[src/hw/rtl/assert_macros.svh]
// Assertion macros shared by the RTL files of the block bitmap allocator.
// Depends on nothing; included by every file that carries assertions.
`ifndef ASSERT_MACROS_SVH
`define ASSERT_MACROS_SVH

// Property checked on every rising clock edge, off while reset is asserted.
`define BBA_ASSERT(lbl, clk, rst_n, prop) \
	lbl: assert property (@(posedge clk) disable iff (!rst_n) prop) \
		else $error("%m: property failed");

// Expression that must never be true outside reset.
`define BBA_ASSERT_NEVER(lbl, clk, rst_n, expr) \
	lbl: assert property (@(posedge clk) disable iff (!rst_n) !(expr)) \
		else $error("%m: forbidden condition seen");

`endif

[src/hw/rtl/bba_zero_find.sv]
// Lowest-clear-bit finder for one bitmap word: isolate, then one-hot encode.
// Depends on nothing.
module bba_zero_find #(
	parameter int W = 32,
	localparam int IW = $clog2(W)
) (
	input  logic [W-1:0]  word,
	output logic          found,
	output logic [IW-1:0] idx
);

	logic [W-1:0] free_bits;
	logic [W-1:0] lowest;

	// two's complement trick keeps only the lowest set bit
	assign free_bits = ~word;
	assign lowest    = free_bits & (~free_bits + W'(1));
	assign found     = |free_bits;

	always_comb begin
		for (int b = 0; b < IW; b++) begin
			idx[b] = 1'b0;
			for (int i = 0; i < W; i++) begin
				if (((i >> b) & 1) == 1) begin
					idx[b] = idx[b] | lowest[i];
				end
			end
		end
	end

endmodule
[config.mk]
export PLATFORM = sky130hd
export DESIGN_NAME = bba_zero_find
export DESIGN_NICKNAME = d
export VERILOG_FILES = /design/src/hw/rtl/assert_macros.svh /design/src/hw/rtl/bba_zero_find.sv
export SDC_FILE = /design/constraint.sdc
export NUM_CORES = 1
export LEC_CHECK = 0
export BUFFER_PORTS_ARGS = -buffer_cell sky130_fd_sc_hd__buf_2
export CAP_MARGIN = 10
export CORE_MARGIN = 2
export CORE_UTILIZATION = 40
export DETAILED_ROUTE_END_ITERATION = 8
export MAX_ROUTING_LAYER = met4
export PLACE_DENSITY = 0.72
export SLEW_MARGIN = 20
export SYNTH_ARGS = -nofsm -noshare
export SYNTH_HDL_FRONTEND = slang
export SYNTH_SLANG_ARGS = --single-unit
[constraint.sdc]
create_clock -name vclk -period 3.9
set_clock_uncertainty 0.1 [all_clocks]
set_input_delay 0.39 -clock vclk [all_inputs]
set_output_delay 0.39 -clock vclk [all_outputs]
set_load 0.01 [all_outputs]
==> impl_results.md, run 1 <==
* Hold Path End: found
* Worst-margin pin slew at 0.4931 ns
* Sequential area share after synthesis at 0%
* P_leak at 0.4051 nW
* CP required at 3.41 ns
* Final Critical Period at 2.398 ns
* Layout cells sized above 1 at 33.57%
* Commonest cells post-synth: nand4_1 (12), nand2_1 (11), nor2_1 (11), o21ai_0 (8), inv_1 (7)
* P per Cell Area at 65.74 mW/mm2
* Maximum operating frequency at 0.4171 GHz
* # setup viols final at 0
* Top sig layer: met4
* Seq Cell Count at 0
* Max-slew violations at 0
* Largest cells by area after synthesis: nand4_1 (11%), nor4_4 (6.1%), nand2_1 (6.0%), nor2_1 (6.0%), o21ai_0 (5.8%)
* DRT Wirelength at 2.321 mm
* Worst hold path stage count at 3
* WL/cell at 14.51 um
* Max cap viols at 0
* GP Congestion at 0.9622
* Die X at 45.59 um
* Postcts setup bufs at 0
* Core area at 0.001670 mm2
* Crit path max fanout at 7
* P&R area growth vs syn at 30.56%
* Largest net degree at the start of global routing at 11
* Unrepaired setup endpoints after global routing: no
* Top-count cell post-synth: nand4_1
* # clk buffers at 0
* Number of hold buffers added after cts at 0
* DR iter-0 viols at 38
* DRC viols at 0
* Initial Util at 41.42%
* Setup crit end kind: output pin
* Die Ht at 45.59 um
* WL met3 at 138 um
* Cells resized by post-CTS repair at 0
* Status: completed
* Grt total ovfl at 0
* Setup slack after layout at 1.502 ns
* Final TNS setup at 0 ns
* Hold path start: word[30]
* Syn Area/Cell at 6.590 um2
* Routed length on met2 at 1.149 mm
* Startpoint type of the worst setup path: input pin
* Final nets at 177
* Sequential standard cell area at 0 um2
* Fin. Hold Viols at 0
* Die Area at 0.002078 mm2
* Site Rows at 15
* Vias/cell at 6.313
* Vias in the first global route at 901
* First-pass GRT wire length at 3.795 mm
* Total global-route track usage at 24.23%
* Antenna Nets Post-Route at 0
* Synth top area share at 10.85%
* Port buffer count at 38
* HP Class: in -> out
* Critical path type: in -> out
* Max VDD drop at 0.03373 mV
* N_diodes at 0
* Syn Std Cell Area at 691.9 um2
* Crit path DAT at 1.91 ns
* Post-synth top area cell: nand4_1
* Fin crit share at 61.48%
* Yosys warnings at 0
* DRT Pass-1 Iters at 5
* Initial antenna violation count at 0
* DP Worst Slack at 1.483 ns
* Met1 Routed Length at 1.015 mm
* Post-DP HPWL at 1.984 mm
* Syn Inst Count at 105
* Synth cell types at 39
* Vias at 1,010
* Mapped Nets at 137
* Normalized max-slew margin at 66.28%
* # IOs at 38
==> cells by family after synthesis <==
family | count (synthesis) | share of synthesized area [%]
compound gates | 32 | 33.82
simple gates | 66 | 62.39
buf+inv | 7 | 3.798
==> per-stage QoR <==
step	power (mW)	cells	cell area (um2)	hold slack [ns]	utilization [%]
after global routing	0.06567	160	903.4	1.007	54.08
after CTS	0.05863	160	903.4	0.9835	54.08
after global placement	0.05790	160	903.4	0.9807	54.08
after floorplan	0.02288	105	691.9	0.7740	-
final	0.05939	160	903.4	0.9793	54.08
after detailed placement	0.05840	160	903.4	0.9835	54.08
==> how the worst max path moves through the flow <==
stage / from / end / cells past startpoint
final: word[1] / idx[3] / 7
after global routing: word[1] / idx[3] / 7
after CTS: word[1] / idx[3] / 7
after detailed placement: word[1] / idx[3] / 7
after global placement: word[0] / idx[3] / 7
after floorplan: word[1] / idx[3] / 4
==> placed cells by master (no fill, tap or decap) <==
| cell | n |
|---|---|
| nor4_1 | 1 |
| a31oi_1 | 2 |
| nand2_1 | 11 |
| nor4b_1 | 1 |
| o31ai_1 | 1 |
| inv_1 | 7 |
| nand4b_1 | 2 |
| a32o_1 | 3 |
| or4b_1 | 1 |
| a22o_1 | 1 |
| nand4_1 | 12 |
| o21ai_0 | 8 |
| nand2b_1 | 3 |
| and3_1 | 2 |
| or3_1 | 2 |
| nand4_2 | 2 |
| nor3_4 | 1 |
| a21oi_1 | 5 |
| nor2b_1 | 2 |
| o311a_1 | 1 |
| nor3_1 | 3 |
| a211oi_1 | 2 |
| buf_2 | 38 |
| o211ai_1 | 1 |
| o31ai_2 | 1 |
| o311ai_0 | 1 |
| a2111oi_0 | 1 |
| a21boi_2 | 1 |
| a32o_2 | 1 |
| nor2_1 | 11 |
| nor4_2 | 1 |
| nor4_4 | 2 |
| or4_1 | 1 |
| a21bo_2 | 1 |
| or2b_1 | 1 |
| nand3_1 | 4 |
| nand4bb_1 | 1 |
| o21a_1 | 1 |
| or3b_1 | 2 |
| a22oi_1 | 1 |
==> cell type report <==
cell class,count,area (um2)
well taps,17,21.27
multi-input cells,98,665.6
fillers,166,767.0
repair buffers,38,190.2
inverters,7,26.28
==> worst max-delay path: stages <==
cell and delay (ns):
buf_2 0.12, nand4_1 0.26, nor4_4 0.55, a22oi_1 0.17, nor2_1 0.14, nand4bb_1 0.14
buf_2 0.13
==> routing by layer <==
layer,global-route usage [%],vias to the layer above
li1,-,505
met2,39.15,45
met4,2.941,0
met1,33.96,456
met5,-,-
met3,1.190,4
==> report_power, final <==
| part | internal, mW | switching (mW) | total (mW) |
|---|---|---|---|
| clock | 0 | 0 | 0 |
| combinational | 0.0235 | 0.0359 | 0.0594 |
| sequential | 0 | 0 | 0 |
Power figures use the tool's default switching activity.
==> run 2: changes to the inputs <==
Settings changed: PLACE_DENSITY 0.72 to 0.75.
Clock period 3.9 ns to 2 ns, I/O delays scaled along.
==> run 2 against run 1 <==
  * Cell count up 3.1%
  * Die area is the same
  * Global-route usage fell by 1.4 points
  * Combinational power rose by 100%
  * Cell area increased by 6.8%
  * Sequential cell count is the same
  * Wire length grew 5.5%
  * Count of clock-buffer cells in the layout is the same
  * Via count is 5.4% higher
  * Critical path type unchanged
  * Largest cell class unchanged
  * Largest power group unchanged
==> impl_results.md, run 2 (same netlist as run 1, synthesis figures left out) <==
* Crit path from: word[9]
* Fin crit share at 98.36%
* DRT Pass-1 Iters at 4
* Fin. Hold Viols at 0
* Crit path max fanout at 10
* Antenna Nets Post-Route at 0
* Layout cells sized above 1 at 37.84%
* # IOs at 38
* Final TNS setup at 0 ns
* # clk buffers at 0
* CP required at 1.70 ns
* Max cap viols at 0
* Seq Cell Count at 0
* Crit path DAT at 1.67 ns
* Core area at 0.001670 mm2
* Worst path max stage delay at 0.43 ns
* DRC viols at 0
* First-pass GRT wire length at 3.539 mm
* # setup viols final at 0
* Total global-route track usage at 22.81%
* Largest net degree at the start of global routing at 11
* DRT Wirelength at 2.449 mm
* Vias at 1,065
* Final nets at 182
* Max VDD drop at 0.06320 mV
* Fill count at 178
* Critical Path, Cell by Cell: buf_2 -> nand4_2 -> nor4_4 -> buf_4 -> a32o_1 -> nor2_1 -> or4b_1 -> buf_2
* Final Critical Period at 1.967 ns
* Hold path start: word[30]
* Maximum operating frequency at 0.5083 GHz
* Final instance area at 964.7 um2
* Utilization after layout at 57.75%
* Most frequent cells in the layout: buf_2 (38), nand4_1 (12), nand2_1 (11), nor2_1 (11), o21ai_0 (8)
* Critical path type: in -> out
* P per Cell Area at 125.8 mW/mm2
* Vias/cell at 6.455
* DP Worst Slack at 0.009797 ns
* Worst-margin pin slew at 0.4514 ns
* Die Area at 0.002078 mm2
* Number of hold buffers added after cts at 0
* Grt total ovfl at 0
* Normalized max-slew margin at 69.13%
* Post-placement cell area at 925.9 um2
* WL/cell at 14.84 um
* P&R area growth vs syn at 39.42%
* Unrepaired setup endpoints after global routing: yes
* Post-DP HPWL at 2.026 mm
* Crit-path most repeated cell: buf_2
* Startpoint type of the worst setup path: input pin
* HP Class: in -> out
* Status: completed
* Initial antenna violation count at 0
* Die X at 45.59 um
* Max-slew violations at 0
* Worst path slowest cell: or4b_1
* Fin cells at 165
* Setup crit end kind: output pin
* P_leak at 0.4417 nW
* DR iter-0 viols at 33
* Die Ht at 45.59 um
* Dpl cells at 163
* N_diodes at 0
* Setup slack after layout at 0.03276 ns
* Initial Util at 41.42%
* Port buffer count at 38
* GP Congestion at 0.9336
* Commonest non-fill, non-tap cell in the layout: buf_2
* Site Rows at 15
* Vias in the first global route at 829
* Sequential standard cell area at 0 um2
-- run 2: changes by cell type in the layout (fill, tap and decap cells not counted) --
cell	delta
or3_1	-2
buf_4	+5
nor4_4	+1
nand3_1	-1
nor4_2	-1
or3_4	+2
nand3_2	+1
-- run 2: path summary, 6_finish.rpt --
kind,endpoint,depth (start not counted),slack [ns]
setup / recovery,idx[4],8,0.03
hold / removal,found,3,0.62
-- run 2: worst max-delay path: cells and delay by family --
family                 cells  cell delay (ns)
AO/OA/AOI/OAI              1             0.27
buffers and inverters      3             0.47
AND/OR/NAND/NOR            4             0.74
-- run 2: cell type report --
type	instances	area [um2]	area share [%]
Inverter	7	26.28	2.724
Multi-Input combinational cell	98	689.4	71.47
Tap cell	17	21.27	2.205
Timing Repair Buffer	43	227.7	23.61
-- run 2: per-stage QoR --
step                power (mW)  hold slack [ns]
floorplan              0.04461           0.3940
global placement        0.1140           0.6143
detailed placement      0.1158           0.6312
CTS                     0.1163           0.6292
global route            0.1328           0.6399
finish                  0.1213           0.6245
-- run 2: metal layers --
metal / up-vias / global-route usage [%] / routed length (um)
li1: 518 / - / -
met1: 496 / 34.91 / 1089
met2: 49 / 34.65 / 1171
met3: 2 / 1.190 / 179
met4: 0 / 0 / 9
met5: - / - / 0
-- run 2: where the power goes --
part	switching [mW]	internal, mW	leakage [nW]
Sequential	0	0	0
Combinational	0.0727	0.0486	0.442
Clock	0	0	0
-- run 2: timing repair --
| action | in CTS | in global routing |
|---|---|---|
| buffers inserted | 0 | 2 |
| endpoints found under the setup margin | 0 | 4 |
| resized for setup | 0 | 4 |
